===== src/mlr_pkg.sv =====
// Shared widths, register indexes, datapath opcodes and controller/datapath bundles.
package mlr_pkg;

  localparam int SAMPLE_W               = 16;
  localparam int RATE_W                 = 18;
  localparam int IDX_W                  = 32;
  localparam int NUM_W                  = 36;
  localparam int DVD_W                  = 35;
  localparam int REG_IDX_W              = 2;
  localparam int RESULT_LIMIT           = 16;
  localparam int DEFAULT_MAX_RATE_RATIO = 8;

  localparam logic [RATE_W-1:0] RATE_RESET = 18'd44100;

  localparam logic [REG_IDX_W-1:0] REG_STEREO = 2'd0;
  localparam logic [REG_IDX_W-1:0] REG_SOURCE = 2'd1;
  localparam logic [REG_IDX_W-1:0] REG_TARGET = 2'd2;

  typedef enum logic [4:0] {
    OP_NONE,
    OP_ACCEPT,
    OP_SETUP_PAIR,
    OP_SETUP_TAIL,
    OP_FOLD_START,
    OP_FOLD_DONE,
    OP_NO_FOLD,
    OP_CEIL_START,
    OP_CEIL_DONE,
    OP_STEP_MUL,
    OP_TOT_START,
    OP_TOT_DONE,
    OP_INTERP_MUL,
    OP_SUM,
    OP_QUOT_START,
    OP_QUOT_DONE,
    OP_PUT,
    OP_ADVANCE,
    OP_FLUSH
  } op_t;

  typedef struct packed {
    logic in_ready;
    op_t  op;
  } cmd_t;

  typedef struct packed {
    logic in_valid;
    logic have_prev;
    logic last;
    logic fold_need;
    logic hit;
    logic more;
    logic div_done;
    logic put_ok;
    logic flush_ok;
  } stat_t;

endpackage


===== src/mono_linear_resampler.sv =====
// Linear interpolation sample rate converter, mono output: top level.
//
// Frames arrive one word at a time and are handled one at a time; s_tready is high only
// between frames. A frame that reaches no output needs at most a position check, plus one
// division when a rate change has left the fractional position past one output period. A
// frame that reaches one or more outputs adds two divisions of position bookkeeping and
// then one division per output word; all divisions share the single serial divider (fold
// of the position, step count ceiling, position advance and each interpolation quotient).
// The final frame runs the position check once against the previous sample, if it has one,
// and once for the outputs past the last sample, and each pass works as above.
// A stalled m_tready lengthens the output phase, since one word is buffered. At most
// min(2*MAX_RATE_RATIO, 16) words leave per frame; later ones are dropped, the position
// still advances past them. The word carrying m_tlast is held until the final frame's work
// is done. Rates of zero act as one.
module mono_linear_resampler import mlr_pkg::*; #(
  parameter int MAX_RATE_RATIO = DEFAULT_MAX_RATE_RATIO
) (
  input  logic                 clk,
  input  logic                 rst,
  input  logic                 s_tvalid,
  output logic                 s_tready,
  input  logic [31:0]          s_tdata,   // left_sample [15:0], right_sample [31:16]
  input  logic                 s_tlast,   // end_of_stream
  output logic                 m_tvalid,
  input  logic                 m_tready,
  output logic [15:0]          m_tdata,   // out_sample [15:0]
  output logic                 m_tlast,   // final_flag
  input  logic                 cfg_valid,
  output logic                 cfg_ready,
  input  logic [REG_IDX_W-1:0] cfg_index,
  input  logic [RATE_W-1:0]    cfg_data
);

  cmd_t  cmd;
  stat_t stat;

  mlr_ctrl u_ctrl (
    .clk  (clk),
    .rst  (rst),
    .stat (stat),
    .cmd  (cmd)
  );

  mlr_datapath #(
    .MAX_RATE_RATIO (MAX_RATE_RATIO)
  ) u_dp (
    .clk       (clk),
    .rst       (rst),
    .cmd       (cmd),
    .stat      (stat),
    .s_tvalid  (s_tvalid),
    .s_tready  (s_tready),
    .s_tdata   (s_tdata),
    .s_tlast   (s_tlast),
    .m_tvalid  (m_tvalid),
    .m_tready  (m_tready),
    .m_tdata   (m_tdata),
    .m_tlast   (m_tlast),
    .cfg_valid (cfg_valid),
    .cfg_ready (cfg_ready),
    .cfg_index (cfg_index),
    .cfg_data  (cfg_data)
  );

endmodule


===== src/mlr_divider.sv =====
// Restoring serial divider, one quotient bit per cycle.
module mlr_divider import mlr_pkg::*; (
  input  logic              clk,
  input  logic              rst,
  input  logic              start,
  input  logic [DVD_W-1:0]  dividend,
  input  logic [RATE_W-1:0] divisor,
  output logic              done,
  output logic [DVD_W-1:0]  quotient,
  output logic [RATE_W-1:0] remainder
);

  localparam int CNT_W = $clog2(DVD_W + 1);

  logic              busy;
  logic [CNT_W-1:0]  cnt;
  logic [DVD_W-1:0]  acc;
  logic [RATE_W-1:0] prem;
  logic [RATE_W-1:0] dvs;
  logic [RATE_W:0]   trial;
  logic [RATE_W:0]   diff;
  logic              ge;

  assign trial = {prem, acc[DVD_W-1]};
  assign diff  = trial - {1'b0, dvs};
  assign ge    = trial >= {1'b0, dvs};

  always_ff @(posedge clk) begin
    if (rst) begin
      busy <= 1'b0;
      done <= 1'b0;
      cnt  <= '0;
    end else begin
      done <= 1'b0;
      if (start) begin
        busy <= 1'b1;
        cnt  <= CNT_W'(DVD_W);
      end else if (busy) begin
        cnt <= cnt - CNT_W'(1);
        if (cnt == CNT_W'(1)) begin
          busy <= 1'b0;
          done <= 1'b1;
        end
      end
    end
  end

  always_ff @(posedge clk) begin
    if (start) begin
      acc  <= dividend;
      prem <= '0;
      dvs  <= divisor;
    end else if (busy) begin
      acc  <= {acc[DVD_W-2:0], ge};
      prem <= ge ? diff[RATE_W-1:0] : trial[RATE_W-1:0];
    end
  end

  assign quotient  = acc;
  assign remainder = prem;

endmodule


===== src/mlr_datapath.sv =====
// Resampler datapath: registers, stream position, interpolation arithmetic and output staging.
module mlr_datapath import mlr_pkg::*; #(
  parameter int MAX_RATE_RATIO = DEFAULT_MAX_RATE_RATIO
) (
  input  logic                 clk,
  input  logic                 rst,
  input  cmd_t                 cmd,
  output stat_t                stat,
  input  logic                 s_tvalid,
  output logic                 s_tready,
  input  logic [31:0]          s_tdata,
  input  logic                 s_tlast,
  output logic                 m_tvalid,
  input  logic                 m_tready,
  output logic [15:0]          m_tdata,
  output logic                 m_tlast,
  input  logic                 cfg_valid,
  output logic                 cfg_ready,
  input  logic [REG_IDX_W-1:0] cfg_index,
  input  logic [RATE_W-1:0]    cfg_data
);

  localparam int CAP   = (2 * MAX_RATE_RATIO < RESULT_LIMIT) ? 2 * MAX_RATE_RATIO : RESULT_LIMIT;
  localparam int CNT_W = $clog2(CAP + 1);

  // configuration
  logic              stereo;
  logic [RATE_W-1:0] src_rate;
  logic [RATE_W-1:0] tgt_rate;
  logic [RATE_W-1:0] s_eff;
  logic [RATE_W-1:0] t_eff;

  // stream state
  logic signed [SAMPLE_W-1:0] prev;
  logic                       have_prev;
  logic [IDX_W-1:0]           in_idx;
  logic [IDX_W-1:0]           npi;
  logic [RATE_W-1:0]          npr;

  // per item and per emit working registers
  logic signed [SAMPLE_W-1:0] x;
  logic                       last;
  logic [IDX_W-1:0]           k;
  logic signed [SAMPLE_W-1:0] a;
  logic signed [SAMPLE_W-1:0] b;
  logic [RATE_W-1:0]          rem;
  logic [RATE_W:0]            r;
  logic [RATE_W-1:0]          n;
  logic [RATE_W:0]            ns;
  logic signed [NUM_W-1:0]    at;
  logic signed [NUM_W-1:0]    prod;
  logic signed [NUM_W-1:0]    num;
  logic [SAMPLE_W-1:0]        val;
  logic [CNT_W-1:0]           count;

  // output staging
  logic                out_valid;
  logic [SAMPLE_W-1:0] out_sample;
  logic                out_final;
  logic [SAMPLE_W-1:0] pend;
  logic                pend_valid;
  logic                out_free;

  // combinational helpers
  logic [SAMPLE_W-1:0]        left;
  logic [SAMPLE_W-1:0]        right;
  logic [SAMPLE_W:0]          mix_sum;
  logic [SAMPLE_W:0]          mix_adj;
  logic [SAMPLE_W-1:0]        x_in;
  logic [RATE_W:0]            ceil_num;
  logic [RATE_W:0]            total;
  logic [2*RATE_W-1:0]        ns_full;
  logic signed [NUM_W-1:0]    at_full;
  logic signed [SAMPLE_W:0]   diff;
  logic signed [NUM_W-1:0]    prod_full;
  logic                       neg;
  logic [NUM_W-1:0]           mag;
  logic [SAMPLE_W-1:0]        q_low;

  logic              div_start;
  logic [DVD_W-1:0]  div_dividend;
  logic [RATE_W-1:0] div_divisor;
  logic              div_done;
  logic [DVD_W-1:0]  div_quot;
  logic [RATE_W-1:0] div_rem;

  assign s_eff = (src_rate == '0) ? RATE_W'(1) : src_rate;
  assign t_eff = (tgt_rate == '0) ? RATE_W'(1) : tgt_rate;

  // stereo downmix, halved toward zero
  assign left    = s_tdata[15:0];
  assign right   = s_tdata[31:16];
  assign mix_sum = {left[SAMPLE_W-1], left} + {right[SAMPLE_W-1], right};
  assign mix_adj = mix_sum + {{SAMPLE_W{1'b0}}, mix_sum[SAMPLE_W]};
  assign x_in    = stereo ? mix_adj[SAMPLE_W:1] : left;

  assign ceil_num  = {1'b0, t_eff} - {1'b0, rem} + {1'b0, s_eff} - (RATE_W+1)'(1);
  assign total     = {1'b0, rem} + ns;
  assign ns_full   = n * s_eff;
  assign at_full   = a * $signed({1'b0, t_eff});
  assign diff      = {b[SAMPLE_W-1], b} - {a[SAMPLE_W-1], a};
  assign prod_full = diff * $signed({1'b0, r[RATE_W-1:0]});
  assign neg       = num[NUM_W-1];
  assign mag       = neg ? -num : num;
  assign q_low     = div_quot[SAMPLE_W-1:0];

  assign div_start = (cmd.op == OP_FOLD_START) || (cmd.op == OP_CEIL_START) ||
                     (cmd.op == OP_TOT_START) || (cmd.op == OP_QUOT_START);

  always_comb begin
    div_dividend = '0;
    div_divisor  = t_eff;
    case (cmd.op)
      OP_FOLD_START: div_dividend = DVD_W'(npr);
      OP_CEIL_START: begin
        div_dividend = DVD_W'(ceil_num);
        div_divisor  = s_eff;
      end
      OP_TOT_START:  div_dividend = DVD_W'(total);
      OP_QUOT_START: div_dividend = mag[DVD_W-1:0];
      default:       div_dividend = '0;
    endcase
  end

  mlr_divider u_div (
    .clk       (clk),
    .rst       (rst),
    .start     (div_start),
    .dividend  (div_dividend),
    .divisor   (div_divisor),
    .done      (div_done),
    .quotient  (div_quot),
    .remainder (div_rem)
  );

  assign out_free = !out_valid || m_tready;

  assign stat.in_valid  = s_tvalid;
  assign stat.have_prev = have_prev;
  assign stat.last      = last;
  assign stat.fold_need = npr >= t_eff;
  assign stat.hit       = npi == k;
  assign stat.more      = (r < {1'b0, t_eff}) && (count < CNT_W'(CAP));
  assign stat.div_done  = div_done;
  assign stat.put_ok    = (last && !pend_valid) || out_free;
  assign stat.flush_ok  = !pend_valid || out_free;

  // control and stream state
  always_ff @(posedge clk) begin
    if (rst) begin
      stereo     <= 1'b0;
      src_rate   <= RATE_RESET;
      tgt_rate   <= RATE_RESET;
      prev       <= '0;
      have_prev  <= 1'b0;
      in_idx     <= '0;
      npi        <= '0;
      npr        <= '0;
      out_valid  <= 1'b0;
      pend_valid <= 1'b0;
    end else begin
      if (cfg_valid) begin
        unique case (cfg_index)
          REG_STEREO: stereo   <= cfg_data[0];
          REG_SOURCE: src_rate <= cfg_data;
          REG_TARGET: tgt_rate <= cfg_data;
          default: ;
        endcase
      end
      if (out_valid && m_tready) out_valid <= 1'b0;
      case (cmd.op)
        OP_FOLD_DONE,
        OP_TOT_DONE: begin
          npi <= npi + div_quot[IDX_W-1:0];
          npr <= div_rem;
        end
        OP_PUT: begin
          if (!last || pend_valid) out_valid <= 1'b1;
          if (last) pend_valid <= 1'b1;
        end
        OP_ADVANCE: begin
          prev      <= x;
          have_prev <= 1'b1;
          in_idx    <= in_idx + IDX_W'(1);
        end
        OP_FLUSH: begin
          if (pend_valid) out_valid <= 1'b1;
          pend_valid <= 1'b0;
          prev       <= '0;
          have_prev  <= 1'b0;
          in_idx     <= '0;
          npi        <= '0;
          npr        <= '0;
        end
        default: ;
      endcase
    end
  end

  // working registers and output payload
  always_ff @(posedge clk) begin
    case (cmd.op)
      OP_ACCEPT: begin
        x     <= x_in;
        last  <= s_tlast;
        count <= '0;
      end
      OP_SETUP_PAIR: begin
        k <= in_idx - IDX_W'(1);
        a <= prev;
        b <= x;
      end
      OP_SETUP_TAIL: begin
        k <= in_idx;
        a <= x;
        b <= x;
      end
      OP_FOLD_DONE:  rem <= div_rem;
      OP_NO_FOLD:    rem <= npr;
      OP_CEIL_START: begin
        at <= at_full;
        r  <= {1'b0, rem};
      end
      OP_CEIL_DONE:  n <= div_quot[RATE_W-1:0];
      OP_STEP_MUL:   ns <= ns_full[RATE_W:0];
      OP_INTERP_MUL: prod <= prod_full;
      OP_SUM:        num <= at + prod;
      OP_QUOT_DONE: begin
        val <= neg ? -q_low : q_low;
        r   <= r + {1'b0, s_eff};
      end
      OP_PUT: begin
        count <= count + CNT_W'(1);
        if (last) begin
          // hold the newest word back until it is known not to be the final one
          pend <= val;
          if (pend_valid) begin
            out_sample <= pend;
            out_final  <= 1'b0;
          end
        end else begin
          out_sample <= val;
          out_final  <= 1'b0;
        end
      end
      OP_FLUSH: begin
        if (pend_valid) begin
          out_sample <= pend;
          out_final  <= 1'b1;
        end
      end
      default: ;
    endcase
  end

  assign s_tready  = cmd.in_ready;
  assign m_tvalid  = out_valid;
  assign m_tdata   = out_sample;
  assign m_tlast   = out_final;
  assign cfg_ready = 1'b1;

endmodule


===== src/mlr_ctrl.sv =====
// Resampler controller: sequences each frame through the datapath.
module mlr_ctrl import mlr_pkg::*; (
  input  logic  clk,
  input  logic  rst,
  input  stat_t stat,
  output cmd_t  cmd
);

  typedef enum logic [16:0] {
    S_IDLE      = 17'h00001,
    S_START     = 17'h00002,
    S_FOLD      = 17'h00004,
    S_FOLD_WAIT = 17'h00008,
    S_CHECK     = 17'h00010,
    S_CEIL_WAIT = 17'h00020,
    S_STEP      = 17'h00040,
    S_TOT       = 17'h00080,
    S_TOT_WAIT  = 17'h00100,
    S_LOOP      = 17'h00200,
    S_SUM       = 17'h00400,
    S_QUOT      = 17'h00800,
    S_QUOT_WAIT = 17'h01000,
    S_PUT       = 17'h02000,
    S_EMIT_END  = 17'h04000,
    S_FINISH    = 17'h08000,
    S_FLUSH     = 17'h10000
  } state_t;

  state_t state;
  state_t state_next;
  logic   tail;
  logic   tail_next;

  always_ff @(posedge clk) begin
    if (rst) begin
      state <= S_IDLE;
      tail  <= 1'b0;
    end else begin
      state <= state_next;
      tail  <= tail_next;
    end
  end

  always_comb begin
    state_next   = state;
    tail_next    = tail;
    cmd.op       = OP_NONE;
    cmd.in_ready = 1'b0;
    unique case (state)
      S_IDLE: begin
        cmd.in_ready = 1'b1;
        if (stat.in_valid) begin
          cmd.op     = OP_ACCEPT;
          state_next = S_START;
        end
      end
      S_START: begin
        if (stat.have_prev) begin
          cmd.op     = OP_SETUP_PAIR;
          tail_next  = 1'b0;
          state_next = S_FOLD;
        end else if (stat.last) begin
          cmd.op     = OP_SETUP_TAIL;
          tail_next  = 1'b1;
          state_next = S_FOLD;
        end else begin
          state_next = S_FINISH;
        end
      end
      S_FOLD: begin
        if (stat.fold_need) begin
          cmd.op     = OP_FOLD_START;
          state_next = S_FOLD_WAIT;
        end else begin
          cmd.op     = OP_NO_FOLD;
          state_next = S_CHECK;
        end
      end
      S_FOLD_WAIT: begin
        if (stat.div_done) begin
          cmd.op     = OP_FOLD_DONE;
          state_next = S_CHECK;
        end
      end
      S_CHECK: begin
        if (stat.hit) begin
          cmd.op     = OP_CEIL_START;
          state_next = S_CEIL_WAIT;
        end else begin
          state_next = S_EMIT_END;
        end
      end
      S_CEIL_WAIT: begin
        if (stat.div_done) begin
          cmd.op     = OP_CEIL_DONE;
          state_next = S_STEP;
        end
      end
      S_STEP: begin
        cmd.op     = OP_STEP_MUL;
        state_next = S_TOT;
      end
      S_TOT: begin
        cmd.op     = OP_TOT_START;
        state_next = S_TOT_WAIT;
      end
      S_TOT_WAIT: begin
        if (stat.div_done) begin
          cmd.op     = OP_TOT_DONE;
          state_next = S_LOOP;
        end
      end
      S_LOOP: begin
        if (stat.more) begin
          cmd.op     = OP_INTERP_MUL;
          state_next = S_SUM;
        end else begin
          state_next = S_EMIT_END;
        end
      end
      S_SUM: begin
        cmd.op     = OP_SUM;
        state_next = S_QUOT;
      end
      S_QUOT: begin
        cmd.op     = OP_QUOT_START;
        state_next = S_QUOT_WAIT;
      end
      S_QUOT_WAIT: begin
        if (stat.div_done) begin
          cmd.op     = OP_QUOT_DONE;
          state_next = S_PUT;
        end
      end
      S_PUT: begin
        if (stat.put_ok) begin
          cmd.op     = OP_PUT;
          state_next = S_LOOP;
        end
      end
      S_EMIT_END: begin
        if (!tail && stat.last) begin
          // the final frame also covers the outputs past the last sample
          cmd.op     = OP_SETUP_TAIL;
          tail_next  = 1'b1;
          state_next = S_FOLD;
        end else if (stat.last) begin
          state_next = S_FLUSH;
        end else begin
          state_next = S_FINISH;
        end
      end
      S_FINISH: begin
        cmd.op     = OP_ADVANCE;
        state_next = S_IDLE;
      end
      S_FLUSH: begin
        if (stat.flush_ok) begin
          cmd.op     = OP_FLUSH;
          state_next = S_IDLE;
        end
      end
      default: state_next = S_IDLE;
    endcase
  end

endmodule


===== config.mk =====
export PLATFORM = sky130hd
export DESIGN_NAME = mono_linear_resampler
export DESIGN_NICKNAME = d
export VERILOG_FILES = /design/src/mlr_pkg.sv /design/src/mono_linear_resampler.sv /design/src/mlr_divider.sv /design/src/mlr_datapath.sv /design/src/mlr_ctrl.sv
export SDC_FILE = /design/constraint.sdc
export NUM_CORES = 2
export LEC_CHECK = 0
export BUFFER_PORTS_ARGS = -buffer_cell sky130_fd_sc_hd__buf_4
export CAP_MARGIN = 20
export CORE_UTILIZATION = 35
export DETAILED_ROUTE_END_ITERATION = 6
export HOLD_SLACK_MARGIN = 0.03
export PLACE_DENSITY = 0.51
export SETUP_SLACK_MARGIN = 0.5
export SLEW_MARGIN = 0
export SYNTH_ARGS = -nofsm -noshare
export SYNTH_HDL_FRONTEND = slang
export SYNTH_HIERARCHICAL = 1
export SYNTH_SLANG_ARGS = --single-unit

===== constraint.sdc =====
create_clock -name clk -period 9.87 [get_ports clk]
set_clock_uncertainty 0.2 [all_clocks]
set_input_delay 1.974 -clock clk [delete_from_list [all_inputs] [get_ports clk]]
set_output_delay 1.974 -clock clk [all_outputs]
set_load 0.05 [all_outputs]

==> results.ini <==
[run_status]
status=finished with violations
violations=design-rule violations

[global_route]
grt_remaining_overflow=0
grt_max_degree=65
grt_pass1_vias=44200
antenna_found_initial=3
grtUsageTotal=0.214
grt_pass1_wl_um=273000

[synth]
post_synth.cell_area_avg_um2=9.35
seq_area_frac_synth=0.256
yosys.area_share.simple=0.161
synth_xor_xnor_area_share=0.0584
synthTopCellsByArea=fa_1 (21%), edfxtp_1 (19%), ha_1 (11%), dfxtp_1 (6.3%), inv_1 (5.7%)
synth_top_flop_cell=edfxtp_1
ys_types=109
synth_mux_area_frac=0.0156
synth_edf_count=369
synth_fa_ha_area_frac=0.327
ys_ff_latch=551
synthesis.nets=7337
ys_async_sr_fraction=0
synth_compound_area_frac=0.107
synth_top_area_frac=0.213
netlist_instances=6145
ys_warn_count=6
syn_area_um2=57500
synth_top_family_by_area=adder cells
synth_area_leader_cell=fa_1

[pwr]
power.share.sequential=0.249
p_clk_frac=0.199
p_sw_uw=4890
p_comb_frac=0.552
peakVddDrop_uv=457
power_uw=11700
p_int_uw=6840
leakagePower_uw=0.0275
swShare=0.417
power.density_nw_per_um2=186

[critical_path]
critPathRequiredTime_ps=10070
slowest_stage=fa_1
critPathCaptureType=register
crit_arrival_ps=9020
critPathMaxStageDelay_ps=520
crit_path_max_fanout=19
criticalPathCategory=register to register
r2r_cells=32
cpMostUsedCell=fa_1
critPathLaunchType=register

[cts]
clock_sinks=551
clockBufferDepth=3
hold_buffers=0
clk_latency_ps=690
htree_levels=2
cts_tree=done
numCtsBuffers=60
cts_root_buf=clkbuf_16
clk_pin_slew_ps=60

[route]
vias=43800
drc=5
drt-initial-drc-count=3131
wl_per_cell_um=21.4
drt_wl_total_um=180000
firstDrtPassIters=7
antenna_left=0
viasPerCell=5.21

[min_path]
min_path_type=register to register
hold_depth=0

[floorplan]
dieHeight_um=407
dieArea_um2=166000
dieWidth_um=407
core_region_area_um2=163000
rows=148
io-pin-count=78
initial_core_util=0.353

[cells_and_area]
final_nets=7367
seq_area_um2=14700
drive_gt1_frac=0.0749
layout_common_cells=inv_1 (872), nand2_1 (758), fa_1 (612), ha_1 (522), nor2_1 (427)
multi_input_area_um2=38500
final_common_cell=inv_1
syn2layout_area_growth_pct=9.54
antenna_cells=0
nFillCells=16400

[sta]
finalCritPeriodShare=0.894
min_period_ps=8820
hold_viol=0
setup-tns-final_ps=0
worst_slew_pin_slew_ps=1160
rsz0062_at_grt=no
relSlewSlack=0.225
fmax_ghz=0.113
hold_slack_ps=252
drv_slew=0
setup-violations-final=0

[flow_run]
drv_cap=0

[placement]
place.port_buffers=76
hpwl_um=139000
gp_congestion=0.920

state kept, by name, summed over array words and instances (netlist names), 19 cells and up:
signal / count
u_dp/u_div/quotient: 35
u_dp/npi: 32
u_dp/at: 35
u_dp/r: 19
u_dp/ns: 19
u_dp/num: 36
u_dp/prod: 36
u_dp/k: 32
u_dp/in_idx: 32
cells in the mapped netlist (69+ instances only):
library cell  instances
nand3_1              91
a21oi_1             221
a21o_1               69
nor2_1              432
fa_1                612
clkbuf_1            209
o21ai_0             203
dfxtp_1             182
edfxtp_1            369
xor2_1              162
nand2_1             758
nor2b_1              82
nor3_1               93
xnor2_1             221
and2_1              201
ha_1                522
inv_1               873
cell families (layout without fill, tap and decap cells):
logic type / Yosys count / count (layout)
buffers and inverters: 1128 / 1206
AND/OR/NAND/NOR: 1954 / 1954
adder cells (fa/ha/maj): 1134 / 1134
multiplexers: 82 / 82
flip-flops: 551 / 551
other: 1 / 1
XOR/XNOR: 383 / 383
AO/OA/AOI/OAI: 912 / 912
power by group through the flow:
stage               clock (uW)  combinational, uW  sequential [uW]
CTS                       2380               6500             2920
floorplan                    0               4800             2930
detailed placement           0               6450             2970
finish                    2330               6480             2920
global route              2450               7290             2920
global placement             0               6390             2970
stage by stage:
step,instances,instance area [um2],setup WS (ps),util
global route,8398,62900,557,0.387
finish,8398,62900,1050,0.387
floorplan,6145,57500,1490,-
CTS,8394,62900,757,0.386
detailed placement,8284,60900,769,0.374
global placement,8281,60800,928,0.374
timing repair:
| item | CTS | global route |
|---|---|---|
| buffers inserted | 0 | 3 |
| resized for setup | 0 | 5 |
| endpoints found under the setup margin | 0 | 3 |
layout make-up:
cell class                      count  share of cell area
Clock buffer                       77              0.0257
Clock inverter                     33             0.00596
Inverter                          884              0.0527
Multi-Input combinational cell   4466               0.612
Sequential cell                   551               0.234
Tap cell                         2175              0.0432
Timing Repair Buffer              212              0.0263
per-layer routing:
layer  GRT usage  vias to the layer above  wire length, um
li1            -                    20400                -
met1       0.288                    21900            79400
met2       0.355                     1195            84600
met3      0.0296                      270             9770
met4      0.0689                        4             6320
met5           0                        -               27
worst paths after layout:
check | slack (ps) | from | end
setup / recovery | 1050 | u_dp/a[0]$_DFFE_PP_ | u_dp/prod[33]$_DFFE_PN_
setup reg to reg | 1050 | u_dp/a[0]$_DFFE_PP_ | u_dp/prod[33]$_DFFE_PN_
hold reg to reg | 250 | u_dp/val[12]$_DFFE_PP_ | u_dp/pend[12]$_DFFE_PP_
hold / removal | 250 | u_dp/val[12]$_DFFE_PP_ | u_dp/pend[12]$_DFFE_PP_
worst max-delay path, delay by kind of cell (launching register included):
kind / cells / cell delay, ps
xor+xnor: 1 / 140
compound gates: 11 / 2280
fa+ha+maj: 9 / 3890
flops: 1 / 390
simple gates: 8 / 1300
buf+inv: 3 / 360
(Power assumes the default switching activity.)
